## config.mk

```make
export PLATFORM = sky130hd
export DESIGN_NAME = hbdt_ram
export DESIGN_NICKNAME = d
export VERILOG_FILES = /design/src/rtl/core/hbdt_ram.sv
export SDC_FILE = /design/constraint.sdc
export NUM_CORES = 1
export LEC_CHECK = 0
export BUFFER_PORTS_ARGS = -buffer_cell sky130_fd_sc_hd__buf_2
export CAP_MARGIN = 40
export CORE_ASPECT_RATIO = 0.8
export CORE_MARGIN = 4
export CORE_UTILIZATION = 45
export CTS_CLUSTER_SIZE = 20
export DETAILED_ROUTE_END_ITERATION = 12
export PLACE_DENSITY_LB_ADDON = 0.05
export SLEW_MARGIN = 40
export SYNTH_ARGS = -nofsm -noshare
export SYNTH_HDL_FRONTEND = slang
export SYNTH_SLANG_ARGS = --single-unit
```

## constraint.sdc

```tcl
create_clock -name clk_i -period 2.6 [get_ports clk_i]
set_input_delay 0.39 -clock clk_i [delete_from_list [all_inputs] [get_ports clk_i]]
set_output_delay 0.39 -clock clk_i [all_outputs]
set_load 0.02 [all_outputs]
```

## src/rtl/core/hbdt_ram.sv

```systemverilog
// hbdt_ram: generic simple dual port ram, one write port and one read port
// with registered read data. No dependencies.
`default_nettype none

module hbdt_ram #(
  parameter int WIDTH = 8,
  parameter int DEPTH = 16
) (
  input  wire logic                     clk_i,
  input  wire logic                     we_i,
  input  wire logic [$clog2(DEPTH)-1:0] waddr_i,
  input  wire logic [WIDTH-1:0]         wdata_i,
  input  wire logic [$clog2(DEPTH)-1:0] raddr_i,
  output logic      [WIDTH-1:0]         rdata_o
);

  logic [WIDTH-1:0] mem_q [DEPTH];
  logic [WIDTH-1:0] rdata_q;

  always_ff @(posedge clk_i) begin
    if (we_i) begin
      mem_q[waddr_i] <= wdata_i;
    end
    rdata_q <= mem_q[raddr_i];
  end

  assign rdata_o = rdata_q;

endmodule

`default_nettype wire

```

==> metrics.cfg <==
[run_status]
status=finished clean

[cts]
ctsHtreeMaxLevel=4
clockBufferDepth=2
cts_hold_buf=0
tritoncts=built
cts_resized=0
post_cts_buffers=0
clock-sinks=136
cts-buffers-inserted=17
insertion_delay_ns=0.41
cts_root_buffer=clkbuf_16
path_clk_slew_ns=0.06

[min_path]
worstHoldStart=wdata_i[7]
hold_class=in -> reg

[cells_and_area]
syn_to_final_growth_pct=20.2
instances_no_fill=441
drive_gt1_share_pct=32.3
n_antenna_cell=0
nets=302
fill_cells=806

[sta]
period_share_pct=59.7
layout_min_cycle_time_ns=1.55
rsz0062_at_grt=false
tightest_slew_ns=0.801
skew_ns=0.00770
fmax_mhz=644
fin_tns_setup_ns=0
hold_viol_final=0
slew_headroom_pct=46.5
final_max_slew_viol_count=0
setup_violations=0

[routing]
drc_errors=0
first_iter_violations=170
wirelength_um=9880
via_count=2401
wl_per_cell_um=22.4
dr.pass1.iters=4
vias_per_cell=5.44
ant_nets=0

[power]
seq_power_share_pct=46.7
power.share.combinational_pct=4.6
p_int_mw=4.26
vdd_drop_max_mv=0.736
switching_share_pct=19.3
pwr-share-clk_pct=48.8
p_per_area_nw_per_um2=853
p_sw_mw=1.02
leakage_nw=2.12

[synth]
synth_area_leaders=edfxtp_1, mux4_2, mux4_1
synth_edf_count=128
syn_area_um2=5150
syn_inst=229
synth_ff_type=edfxtp_1
yosysTopAreaCell=edfxtp_1
async_flop_share_pct=0
yosys.area.top_type_share_pct=74.7
ys_types=19
yosysMostFrequentCell=edfxtp_1
ys_top_cells_by_count=edfxtp_1, mux4_2, a22oi_1
synth_seq_cells=136
yosys_warnings=0
synth.avg_cell_area_um2=22.5
syn_nets=247
yosysSeqAreaShare_pct=77.8

[die]
start_util_pct=46.7
die-height_um=104
core-area_um2=11000
die_w_um=128
dieArea_um2=13200
core.rowCount=34
ioPinCount=26

[placed_design]
dp_hpwl_um=6230
port_buffers=25
placedCellCount=409
gp_congestion=0.734

[setup_path]
path_buf_inv=1
worstPathCellList=buf_2 -> or3b_2 -> nor2_1
slowest_delay_ns=0.58
crit_start=waddr_i[2]
cp_slowest_cell=nor2_1
crit_path_max_fanout=8
required_ns=2.64
crit_type=in -> reg
r2r_start=mem_q[0][5]$_DFFE_PP_
cp-end-kind=flip-flop
crit_family=simple AND/OR/NAND/NOR gates
worstSetupStartpointType=input pin
arrival_ns=1.59

[global_routing]
grt.overflow.total=0
grt_max_degree=33
grt_pass1_wl_um=15100
grt_pass1_vias=2473
track_usage_pct=16.1
antenna_found_initial=0

[flow_run]
cap_violations=0

==> layout make-up <==
type                       instances  area, µm²  share of cell area [%]
clock inverter                    10        166                    2.69
timing repair buffer              46        295                    4.77
multi-input combinational         83       1060                    17.1
tap                              144        180                    2.91
sequential                       136       4000                    64.7
clock buffer                      22        484                    7.83
==> cell usage in the layout, fill, tap and decap left out, types with 2 or more instances in the layout <==
cell type | synthesis | routed
a22oi_1 | 16 | 16
buf_2 | 3 | 25
buf_4 | 1 | 20
bufinv_16 | 0 | 4
clkbuf_16 | 0 | 17
clkbuf_8 | 0 | 4
clkinv_4 | 0 | 2
clkinvlp_4 | 0 | 2
dfxtp_1 | 8 | 8
edfxtp_1 | 128 | 128
mux4_1 | 14 | 14
mux4_2 | 18 | 18
nand2_1 | 9 | 9
nand2b_1 | 2 | 2
nand3b_1 | 2 | 2
nor2_1 | 13 | 13
nor3_1 | 4 | 4
==> worst register-to-register path: stages, from the launching register on <==
cell and delay (ns):
edfxtp_1 0.38, mux4_1 0.49, a22oi_1 0.36, nand2_1 0.09
==> path summary, 6_finish.rpt <==
kind	end	slack (ns)	cells after the start
min	mem_q[10][7]$_DFFE_PP_	0.37	1
min reg2reg	rdata_o[2]$_DFF_P_	0.68	3
max	mem_q[1][3]$_DFFE_PP_	1.05	3
max reg2reg	rdata_o[5]$_DFF_P_	1.16	3
==> flip-flops by register name (all words and copies together), names as in the netlist <==
register / cells
mem_q: 128
rdata_o: 8
==> power by group through the flow <==
| stage | Combinational, mW | Clock (mW) | Sequential [mW] |
|---|---|---|---|
| 2_1_floorplan | 0.124 | 0 | 2.53 |
| 3_3_place_gp | 0.246 | 0 | 2.51 |
| 3_5_place_dp | 0.247 | 0 | 2.51 |
| 4_1_cts | 0.247 | 2.61 | 2.47 |
| 5_1_grt | 0.263 | 2.73 | 2.47 |
| 6_report | 0.242 | 2.57 | 2.46 |
==> through the flow <==
step / utilization [%] / total power, mW / hold slack [ns] / cell area, µm² / setup WS (ns)
finish: 56.2 / 5.28 / 0.369 / 6190 / 1.05
global route: 56.2 / 5.46 / 0.380 / 6190 / 0.970
CTS: 56.2 / 5.32 / 0.368 / 6190 / 1.04
floorplan: - / 2.65 / 0.489 / 5150 / 0.717
global placement: 50.2 / 2.76 / 0.653 / 5540 / 0.618
detailed placement: 50.2 / 2.76 / 0.673 / 5540 / 0.625
==> logic make-up after synthesis <==
| family | count (synthesis) | share of synthesized area (%) |
|---|---|---|
| AO/OA/AOI/OAI | 16 | 2.33 |
| AND/OR/NAND/NOR | 35 | 3.18 |
| multiplexers | 32 | 15.0 |
| flip-flops | 136 | 77.8 |
| buffers and inverters | 10 | 1.68 |
==> per-layer routing <==
layer / GRT usage [%] / vias up / share of wire [%]
li1: - / 1082 / -
met1: 24.1 / 1248 / 48
met2: 22.4 / 61 / 44
met3: 5.40 / 10 / 7.0
met4: 5.45 / 0 / 0.95
met5: 0 / - / 0
Note: power is estimated with default switching activity, not from simulation.
